===== src/hdl/mstb_pkg.sv =====
// Package: widths, command and status codes, and shared structs of the timer bank.
`default_nettype none
package mstb_pkg;

	localparam int FUNC_W   = 4;
	localparam int HANDLE_W = 8;
	localparam int AMOUNT_W = 32;
	localparam int TIME_W   = 27;
	localparam int STATUS_W = 2;
	localparam int ID_W     = 5;

	localparam logic [31:0] MS_PER_DAY = 32'd86400000;
	localparam logic [31:0] MS_PER_S   = 32'd1000;
	localparam logic [31:0] S_PER_DAY  = MS_PER_DAY / MS_PER_S;

	localparam logic [FUNC_W-1:0] FN_ALLOC      = 4'd0;
	localparam logic [FUNC_W-1:0] FN_FREE       = 4'd1;
	localparam logic [FUNC_W-1:0] FN_SET_MS     = 4'd2;
	localparam logic [FUNC_W-1:0] FN_SET_S      = 4'd3;
	localparam logic [FUNC_W-1:0] FN_RESTART    = 4'd4;
	localparam logic [FUNC_W-1:0] FN_QUERY      = 4'd5;
	localparam logic [FUNC_W-1:0] FN_CANCEL     = 4'd6;
	localparam logic [FUNC_W-1:0] FN_CANCEL_ALL = 4'd7;
	localparam logic [FUNC_W-1:0] FN_TICK       = 4'd8;

	localparam logic [STATUS_W-1:0] ST_OK      = 2'd0;
	localparam logic [STATUS_W-1:0] ST_HANDLE  = 2'd1;
	localparam logic [STATUS_W-1:0] ST_TIME    = 2'd2;
	localparam logic [STATUS_W-1:0] ST_NO_FREE = 2'd3;

	// Command as broadcast to every cell during a walk.
	typedef struct packed {
		logic [FUNC_W-1:0]   func;
		logic [HANDLE_W-1:0] handle;
		logic                mode;
		logic                notify;
		logic [TIME_W-1:0]   now;
		logic [31:0]         now_day;   // now + one day, for a clock that went back
		logic [TIME_W-1:0]   length;    // armed length in ms, zero already made 1
		logic                arm_ok;    // set command passed its range check
		logic [STATUS_W-1:0] status;    // status decided at accept
	} cmd_t;

	// Data handed from cell to cell along with the walk token.
	typedef struct packed {
		logic            found;
		logic [ID_W-1:0] id;
		logic            running;
	} carry_t;

endpackage : mstb_pkg
`default_nettype wire


===== src/hdl/mstb_if.sv =====
// Interfaces: command and response channels of the timer bank.
`default_nettype none
interface mstb_cmd_if
	import mstb_pkg::*;
	();
	logic                valid;
	logic                ready;
	logic [FUNC_W-1:0]   func;
	logic [HANDLE_W-1:0] handle;
	logic                mode;
	logic [AMOUNT_W-1:0] amount;
	logic [TIME_W-1:0]   now_ms;
	logic                notify;

	modport source (output valid, func, handle, mode, amount, now_ms, notify, input ready);
	modport sink   (input valid, func, handle, mode, amount, now_ms, notify, output ready);
endinterface : mstb_cmd_if

interface mstb_rsp_if
	import mstb_pkg::*;
	();
	logic                valid;
	logic                ready;
	logic [STATUS_W-1:0] status;
	logic [ID_W-1:0]     timer_id;
	logic                running;
	logic                fired;
	logic                last;

	modport source (output valid, status, timer_id, running, fired, last, input ready);
	modport sink   (input valid, status, timer_id, running, fired, last, output ready);
endinterface : mstb_rsp_if
`default_nettype wire


===== src/hdl/mstb_cell.sv =====
// One timer cell: holds a timer's state and acts on the command as the walk token passes.
`default_nettype none
module mstb_cell
	import mstb_pkg::*;
#(
	parameter int IDX = 0
) (
	input  wire logic   clk,
	input  wire logic   arst_n,
	input  wire logic   adv,
	input  wire cmd_t   cmd,
	input  wire logic   tok_in,
	input  wire carry_t carry_in,
	output logic        tok,
	output carry_t      carry,
	output logic        fire
);

	logic              in_use_q, active_q, periodic_q, reports_q, tok_q;
	logic [TIME_W-1:0] start_q, len_q;
	carry_t            carry_q;

	logic              act, hit, expired;
	logic              in_use_nx, active_nx, periodic_nx, reports_nx;
	logic              load_start, load_len;
	logic [31:0]       elapsed;
	carry_t            carry_nx;

	assign act = tok_in && adv;
	assign hit = (cmd.handle == HANDLE_W'(IDX));

	// elapsed time, wrapped across midnight when the clock went back
	always_comb begin
		if (cmd.now < start_q) begin
			elapsed = cmd.now_day - {5'd0, start_q};
		end else begin
			elapsed = {5'd0, cmd.now} - {5'd0, start_q};
		end
	end
	assign expired = active_q && (elapsed >= {5'd0, len_q});

	always_comb begin
		in_use_nx   = in_use_q;
		active_nx   = active_q;
		periodic_nx = periodic_q;
		reports_nx  = reports_q;
		load_start  = 1'b0;
		load_len    = 1'b0;
		carry_nx    = carry_in;
		fire        = 1'b0;
		case (cmd.func)
			FN_ALLOC: begin
				if (!carry_in.found && !in_use_q) begin
					in_use_nx      = 1'b1;
					reports_nx     = cmd.notify;
					active_nx      = 1'b0;
					carry_nx.found = 1'b1;
					carry_nx.id    = ID_W'(IDX);
				end
			end
			FN_FREE: begin
				if (hit) begin
					in_use_nx  = 1'b0;
					reports_nx = 1'b0;
					active_nx  = 1'b0;
				end
			end
			FN_SET_MS, FN_SET_S: begin
				if (hit && cmd.arm_ok) begin
					active_nx   = 1'b1;
					periodic_nx = cmd.mode;
					load_start  = 1'b1;
					load_len    = 1'b1;
				end
			end
			FN_RESTART: begin
				load_start = hit;
			end
			FN_QUERY: begin
				if (hit) begin
					carry_nx.running = active_q;
				end
			end
			FN_CANCEL: begin
				if (hit) begin
					active_nx = 1'b0;
				end
			end
			FN_CANCEL_ALL: begin
				active_nx = 1'b0;
			end
			FN_TICK: begin
				if (expired) begin
					if (periodic_q) begin
						load_start = 1'b1;
					end else begin
						active_nx = 1'b0;
					end
					fire = act && reports_q;
				end
			end
			default: begin
			end
		endcase
	end

	always_ff @(posedge clk or negedge arst_n) begin
		if (!arst_n) begin
			in_use_q   <= 1'b0;
			active_q   <= 1'b0;
			periodic_q <= 1'b0;
			reports_q  <= 1'b0;
			tok_q      <= 1'b0;
		end else begin
			if (adv) begin
				tok_q <= tok_in;
			end
			if (act) begin
				in_use_q   <= in_use_nx;
				active_q   <= active_nx;
				periodic_q <= periodic_nx;
				reports_q  <= reports_nx;
			end
		end
	end

	// timer times and the handed-on data carry no reset
	always_ff @(posedge clk) begin
		if (act && load_start) begin
			start_q <= cmd.now;
		end
		if (act && load_len) begin
			len_q <= cmd.length;
		end
		if (adv) begin
			carry_q <= carry_nx;
		end
	end

	assign tok   = tok_q;
	assign carry = carry_q;

endmodule : mstb_cell
`default_nettype wire


===== src/hdl/ms_timer_bank_oneshot_periodic.sv =====
// Top level: millisecond timer bank built as a row of timer cells walked by a token.
//
//  channel | dir | words                                        | handshake
//  --------+-----+----------------------------------------------+-------------
//  cmd     | in  | func, handle, mode, amount, now_ms, notify   | valid/ready
//  rsp     | out | status, timer_id, running, fired, last       | valid/ready
//
// Every command walks a token once along the row of NUM_TIMERS cells, one cell a
// cycle whenever the walk is not held, and ends with the command's closing word.
// Reset clears every flag and the walk control; timer times stay undefined until set.
// The walk holds while a response word waits unaccepted; a tick emits one fire word
// per reporting timer that expired, in index order, then its closing word.
// The next command is accepted as soon as the closing word sits in the output register.
`default_nettype none
module ms_timer_bank_oneshot_periodic
	import mstb_pkg::*;
#(
	parameter int NUM_TIMERS = 8
) (
	input  wire logic   clk,
	input  wire logic   arst_n,
	mstb_cmd_if.sink    cmd,
	mstb_rsp_if.source  rsp
);

	logic                busy_q, start_q, out_valid_q;
	cmd_t                cmd_q;
	cmd_t                cmd_d;
	logic [STATUS_W-1:0] out_status_q;
	logic [ID_W-1:0]     out_id_q;
	logic                out_running_q, out_fired_q, out_last_q;

	logic                accept, adv, fire_any, final_step;
	logic [ID_W-1:0]     fire_id;
	logic [NUM_TIMERS:0] tok_v;
	logic [NUM_TIMERS-1:0] fire_v;
	carry_t              carry_v [NUM_TIMERS+1];
	carry_t              last_carry;

	logic                handle_ok;
	logic [TIME_W-1:0]   sec_ms, ms_amt;
	logic                too_long;

	assign accept = cmd.valid && cmd.ready;
	assign cmd.ready = !busy_q;
	// advance the walk only while the output slot is free or being emptied
	assign adv = busy_q && (!out_valid_q || rsp.ready);

	// decode and range-check the command at accept
	assign handle_ok = (cmd.handle < HANDLE_W'(NUM_TIMERS));
	assign sec_ms    = TIME_W'(TIME_W'(cmd.amount[16:0]) * TIME_W'(MS_PER_S));
	assign ms_amt    = (cmd.func == FN_SET_S) ? sec_ms : cmd.amount[TIME_W-1:0];
	assign too_long  = (cmd.func == FN_SET_S) ? (cmd.amount >= S_PER_DAY)
	                                          : (cmd.amount >= MS_PER_DAY);

	always_comb begin
		cmd_d         = '0;
		cmd_d.func    = cmd.func;
		cmd_d.handle  = cmd.handle;
		cmd_d.mode    = cmd.mode;
		cmd_d.notify  = cmd.notify;
		cmd_d.now     = cmd.now_ms;
		cmd_d.now_day = {5'd0, cmd.now_ms} + MS_PER_DAY;
		cmd_d.length  = (ms_amt == '0) ? TIME_W'(1) : ms_amt;
		cmd_d.arm_ok  = !too_long;
		cmd_d.status  = ST_OK;
		case (cmd.func)
			FN_FREE, FN_RESTART, FN_QUERY, FN_CANCEL: begin
				if (!handle_ok) begin
					cmd_d.status = ST_HANDLE;
				end
			end
			FN_SET_MS, FN_SET_S: begin
				if (!handle_ok) begin
					cmd_d.status = ST_HANDLE;
				end else if (too_long) begin
					cmd_d.status = ST_TIME;
				end
			end
			default: begin
			end
		endcase
	end

	// cell row: token and carry enter at cell 0 and leave after the last cell
	assign tok_v[0]   = start_q;
	assign carry_v[0] = '0;

	for (genvar g = 0; g < NUM_TIMERS; g++) begin : g_cell
		mstb_cell #(
			.IDX(g)
		) u_cell (
			.clk      (clk),
			.arst_n   (arst_n),
			.adv      (adv),
			.cmd      (cmd_q),
			.tok_in   (tok_v[g]),
			.carry_in (carry_v[g]),
			.tok      (tok_v[g+1]),
			.carry    (carry_v[g+1]),
			.fire     (fire_v[g])
		);
	end

	assign last_carry = carry_v[NUM_TIMERS];
	assign final_step = tok_v[NUM_TIMERS] && adv;
	assign fire_any   = |fire_v;

	// only the cell under the token can fire, so an OR of masked indexes picks it
	always_comb begin
		fire_id = '0;
		for (int i = 0; i < NUM_TIMERS; i++) begin
			fire_id = fire_id | (fire_v[i] ? ID_W'(i) : '0);
		end
	end

	always_ff @(posedge clk or negedge arst_n) begin
		if (!arst_n) begin
			busy_q      <= 1'b0;
			start_q     <= 1'b0;
			out_valid_q <= 1'b0;
		end else begin
			if (accept) begin
				busy_q  <= 1'b1;
				start_q <= 1'b1;
			end else if (adv) begin
				start_q <= 1'b0;
				if (final_step) begin
					busy_q <= 1'b0;
				end
			end
			if (adv) begin
				out_valid_q <= fire_any || final_step;
			end else if (rsp.ready) begin
				out_valid_q <= 1'b0;
			end
		end
	end

	always_ff @(posedge clk) begin
		if (accept) begin
			cmd_q <= cmd_d;
		end
		if (adv && fire_any) begin
			out_status_q  <= ST_OK;
			out_id_q      <= fire_id;
			out_running_q <= 1'b0;
			out_fired_q   <= 1'b1;
			out_last_q    <= 1'b0;
		end else if (final_step) begin
			out_status_q  <= cmd_q.status;
			out_id_q      <= '0;
			out_running_q <= last_carry.running;
			out_fired_q   <= 1'b0;
			out_last_q    <= 1'b1;
			if (cmd_q.func == FN_ALLOC) begin
				out_status_q <= last_carry.found ? ST_OK : ST_NO_FREE;
				out_id_q     <= last_carry.found ? last_carry.id : '0;
			end
		end
	end

	assign rsp.valid    = out_valid_q;
	assign rsp.status   = out_status_q;
	assign rsp.timer_id = out_id_q;
	assign rsp.running  = out_running_q;
	assign rsp.fired    = out_fired_q;
	assign rsp.last     = out_last_q;

	// at most one token in the walk
	a_one_token : assert property (@(posedge clk) disable iff (!arst_n)
		$onehot0(tok_v))
		else $error("more than one walk token");

	// no token while idle
	a_idle_no_token : assert property (@(posedge clk) disable iff (!arst_n)
		!busy_q |-> (tok_v == '0))
		else $error("walk token present while idle");

	// cells fire only on a tick and never two at once
	a_fire_tick : assert property (@(posedge clk) disable iff (!arst_n)
		fire_any |-> (cmd_q.func == FN_TICK) && $onehot(fire_v))
		else $error("fire outside a tick");

	// a closing word ends the walk
	a_final_idle : assert property (@(posedge clk) disable iff (!arst_n)
		final_step |=> !busy_q && rsp.valid && rsp.last)
		else $error("walk did not close");

endmodule : ms_timer_bank_oneshot_periodic
`default_nettype wire

===== src/flat_wrapper.sv =====
// flat-port wrapper written by rule: the top's interface ports become plain ports
module ms_timer_bank_oneshot_periodic_flat import mstb_pkg::*;
#(
	parameter int NUM_TIMERS = 8
)
  (clk, arst_n, cmd_valid, cmd_func, cmd_handle, cmd_mode, cmd_amount, cmd_now_ms, cmd_notify, cmd_ready, rsp_valid, rsp_status, rsp_timer_id, rsp_running, rsp_fired, rsp_last, rsp_ready);
  mstb_cmd_if cmd_i ();
  mstb_rsp_if rsp_i ();
  input  wire logic clk;
  input  wire logic arst_n;
  input wire logic [$bits(cmd_i.valid)-1:0] cmd_valid;
  input wire logic [$bits(cmd_i.func)-1:0] cmd_func;
  input wire logic [$bits(cmd_i.handle)-1:0] cmd_handle;
  input wire logic [$bits(cmd_i.mode)-1:0] cmd_mode;
  input wire logic [$bits(cmd_i.amount)-1:0] cmd_amount;
  input wire logic [$bits(cmd_i.now_ms)-1:0] cmd_now_ms;
  input wire logic [$bits(cmd_i.notify)-1:0] cmd_notify;
  output wire logic [$bits(cmd_i.ready)-1:0] cmd_ready;
  output wire logic [$bits(rsp_i.valid)-1:0] rsp_valid;
  output wire logic [$bits(rsp_i.status)-1:0] rsp_status;
  output wire logic [$bits(rsp_i.timer_id)-1:0] rsp_timer_id;
  output wire logic [$bits(rsp_i.running)-1:0] rsp_running;
  output wire logic [$bits(rsp_i.fired)-1:0] rsp_fired;
  output wire logic [$bits(rsp_i.last)-1:0] rsp_last;
  input wire logic [$bits(rsp_i.ready)-1:0] rsp_ready;
  assign cmd_i.valid = cmd_valid;
  assign cmd_i.func = cmd_func;
  assign cmd_i.handle = cmd_handle;
  assign cmd_i.mode = cmd_mode;
  assign cmd_i.amount = cmd_amount;
  assign cmd_i.now_ms = cmd_now_ms;
  assign cmd_i.notify = cmd_notify;
  assign cmd_ready = cmd_i.ready;
  assign rsp_valid = rsp_i.valid;
  assign rsp_status = rsp_i.status;
  assign rsp_timer_id = rsp_i.timer_id;
  assign rsp_running = rsp_i.running;
  assign rsp_fired = rsp_i.fired;
  assign rsp_last = rsp_i.last;
  assign rsp_i.ready = rsp_ready;
  ms_timer_bank_oneshot_periodic #(.NUM_TIMERS(NUM_TIMERS)) u_core (.clk(clk), .arst_n(arst_n), .cmd(cmd_i), .rsp(rsp_i));
endmodule

===== config.mk =====
export PLATFORM = sky130hd
export DESIGN_NAME = ms_timer_bank_oneshot_periodic_flat
export DESIGN_NICKNAME = d
export VERILOG_FILES = /design/src/hdl/mstb_pkg.sv /design/src/hdl/mstb_if.sv /design/src/hdl/mstb_cell.sv /design/src/hdl/ms_timer_bank_oneshot_periodic.sv /design/src/flat_wrapper.sv
export SDC_FILE = /design/constraint.sdc
export NUM_CORES = 2
export LEC_CHECK = 0
export ABC_CLOCK_PERIOD_IN_PS = 7380
export BUFFER_PORTS_ARGS = -buffer_cell sky130_fd_sc_hd__buf_2
export CAP_MARGIN = 20
export CORE_MARGIN = 4
export CORE_UTILIZATION = 30
export CTS_CLUSTER_SIZE = 12
export DETAILED_ROUTE_END_ITERATION = 8
export SYNTH_ARGS = -nofsm -noshare
export SYNTH_HDL_FRONTEND = slang
export SYNTH_SLANG_ARGS = --single-unit

===== constraint.sdc =====
create_clock -name clk -period 7.38 [get_ports clk]
set_input_delay 0.369 -clock clk [delete_from_list [all_inputs] [get_ports clk]]
set_output_delay 0.369 -clock clk [all_outputs]
set_load 0.1 [all_outputs]

==> results.md <==
- Outcome: completed
- Largest net degree at the start of global routing: 56
- Setup TNS: 0 ns
- Post-synthesis adder-cell area fraction: 0.194
- Seq/Total Area, Yosys: 0.368
- Hold Vio Cnt, Final: 0
- Setup CP Type: flip-flop to flip-flop
- Dpl hpwl: 117000 um
- Largest family of logic cells by synthesized area: compound AO/OA/AOI/OAI gates
- Initial Util: 0.302
- Routed len/inst: 20.0 um
- Max H-tree Level: 3
- Synth Flop Type: edfxtp_1
- Number of global-route vias before repair: 39.5k
- Slew margin rel.: 0.301
- Mux cell area share after synthesis: 0.0122
- Via count: 39.7k
- Synth Area in Compound Gates: 0.198
- Final GP Congestion: 0.936
- GR Util All Layers: 0.175
- Ports: 89
- Worst-Margin Slew: 1.05 ns
- Wire length of the first global-routing pass: 229000 um
- Initial drt markers: 3263
- GRT overflow: 0
- Post-synth cell types: 89
- Warnings from Yosys: 0
- Tcrit/Tclk final: 0.982
- DR vias/cell: 5.26
- Core area: 161000 sq um
- Worst Path Required: 8.00 ns
- RSZ-0062 raised after global routing: false
- Avg Inst Size Synth: 9.60 sq um
- CTS root buffer: clkbuf_16
- Fin crit period: 7.25 ns
- DRC viols: 0
- Hold_ws: 0.0610 ns
- Crit start category: flip-flop
- Hold crit path type: input port to async pin
- CTS tree: yes
- ANT nets after route: 0
- Worst VDD drop: 150 uV
- Commonest non-fill, non-tap cell in the layout: ha_1
- CP endpoint kind: flip-flop
- Final wirelength: 151000 um
- Die width: 410 um
- Clock latency on the worst-skew pair: 0.70 ns
- DP Worst Slack: -0.0683 ns
- Leakage power total: 23.9 nW
- Ys async rst share: 0.0711
- Most frequent cells in the layout: 648 x ha_1, 582 x inv_1, 557 x edfxtp_1
- TritonCTS Sinks: 605
- Mapped cell area: 48600 sq um
- Final nets: 6116
- Worst Clk Skew: 0.0515 ns
- Max Cap Viol: 0
- Setup ws final: 0.130 ns
- Post-synth EDFFs: 557
- Setup-failing EPs final: 0
- Reg clk slew, reported paths: 0.06 ns
- P&R area growth vs syn: 13.9%
- Die height: 410 um
- FF-to-FF path depth: 21
- Initial antenna violation count: 15
- Num CTS Buffers: 73
- Fmax: 0.138 GHz
- XOR/XNOR Fraction of Synth Area: 0.0550
- Pre-antenna DRT Iters: 6
- CTS max path bufs: 3
- Critical Path AT: 7.87 ns
- Slew Limit Fails: 0
- Pwr/cell area: 152 nW/um^2
- Die Area: 169000 sq um
- Cells after synthesis: 5063
- Post-Synth Simple-Gate Area: 0.122
- Number of port buffers: 86
- Synth Register Bits: 605
- Crit-path max FO: 9
- Ratio of cells with drive above 1 in the final layout: 0.0767
- Rows: 147
==> area by class of cell <==
class | instances | area (sq um)
Tap cell | 2160 | 2700
Timing Repair Buffer | 253 | 1890
Fill cell | 16362 | 105000
Clock buffer | 89 | 1920
Clock inverter | 46 | 342
Multi-Input combinational cell | 3809 | 28400
Inverter | 583 | 2190
Sequential cell | 605 | 17900
Antenna cell | 2 | 5.00
==> registers in the layout (all words and copies together), names as in the netlist, 2 cells and up <==
signal and count:
u_core.g_cell.u_cell.tok 8, u_core.g_cell.u_cell.active_q 8, u_core.g_cell.u_cell.periodic_q 8, u_core.g_cell.u_cell.in_use_q 8, u_core.cmd_q 89, u_core.g_cell.u_cell.len_q 216, u_core.rsp.status 2, u_core.g_cell.u_cell.start_q 216
u_core.rsp.timer_id 3, u_core.g_cell.u_cell.reports_q 8, u_core.g_cell.u_cell.carry 33
==> cells by family (layout without fill, tap and decap cells) <==
group,Yosys count,in the layout
buffers and inverters,650,971
flip-flops,605,605
XOR/XNOR,305,305
adder cells (fa/ha/maj),714,714
other,1,4
AND/OR/NAND/NOR,1231,1231
AO/OA/AOI/OAI,1501,1501
multiplexers,56,56
==> worst max-delay path, stage by stage (launching register included) <==
cell and delay (ns):
edfxtp_1 0.60, ha_1 0.42, or3_1 0.36, a21oi_1 0.20
a211oi_1 0.09, o21a_1 0.29, o21a_1 0.26, o31a_1 0.34
o41ai_1 0.54, nor2_1 0.15, o21ai_0 0.42, mux2i_1 0.14
o211ai_1 0.27, ha_1 0.30, a2111oi_0 0.85, o211ai_1 0.19
o31ai_1 0.43, o311a_1 0.39, a21oi_1 0.15, and4b_1 0.41
buf_4 0.16, and4_1 0.19
==> metrics by stage <==
| stage | instances | area (sq um) | total power [mW] | utilization |
|---|---|---|---|---|
| final | 7547 | 55400 | 8.41 | 0.344 |
| after global routing | 7545 | 55300 | 8.80 | 0.344 |
| after CTS | 7538 | 55200 | 8.49 | 0.344 |
| after detailed placement | 7360 | 52500 | 4.98 | 0.327 |
| after global placement | 7360 | 52500 | 4.97 | 0.327 |
| after floorplan | 5064 | 48600 | 4.73 | - |
==> repair_timing <==
item	CTS	global route
gates resized for setup	2	8
setup endpoints to repair	27	93
buffers inserted	0	6
pin swaps	1	0
hold buffers	43	0
hold endpoints to repair	94	0
==> synthesized netlist by cell type (70+ instances only) <==
master	n	area, sq um
ha_1	648	8110
inv_1	582	2180
edfxtp_1	557	16700
a21oi_1	429	2150
nand2_1	367	1380
o21ai_0	336	1680
nor2_1	300	1130
a21o_1	202	1520
xnor2_1	189	1660
xor2_1	116	1020
nand3_1	103	515
o21a_1	93	698
nor3_1	86	430
a211oi_1	70	526
==> worst paths after layout <==
path,startpoint,to,slack [ns]
hold / removal,arst_n,u_core.g_cell[4].u_cell.reports_q,0.06
max in group asynchronous,arst_n,u_core.g_cell[7].u_cell.periodic_q,6.84
hold reg to reg,u_core.g_cell[7].u_cell.tok,u_core.g_cell[7].u_cell.tok,0.48
setup / recovery,u_core.cmd_q[66],u_core.rsp.running,0.13
setup reg to reg,u_core.cmd_q[66],u_core.rsp.running,0.13
min in group clk,cmd_amount[17],u_core.cmd_q[20],0.07
==> power by group <==
part	total (mW)	switching, mW	internal, mW
clock network	3.48	1.57	1.91
logic	1.21	0.700	0.509
registers	3.72	0.00857	3.72
total	8.41	2.28	6.13
==> layer usage <==
metal | GRT usage | part of all wire
met1 | 0.231 | 0.44
met2 | 0.298 | 0.47
met3 | 0.0223 | 0.062
met4 | 0.0511 | 0.029
met5 | 0 | 0
Power figures use the tool's default switching activity.
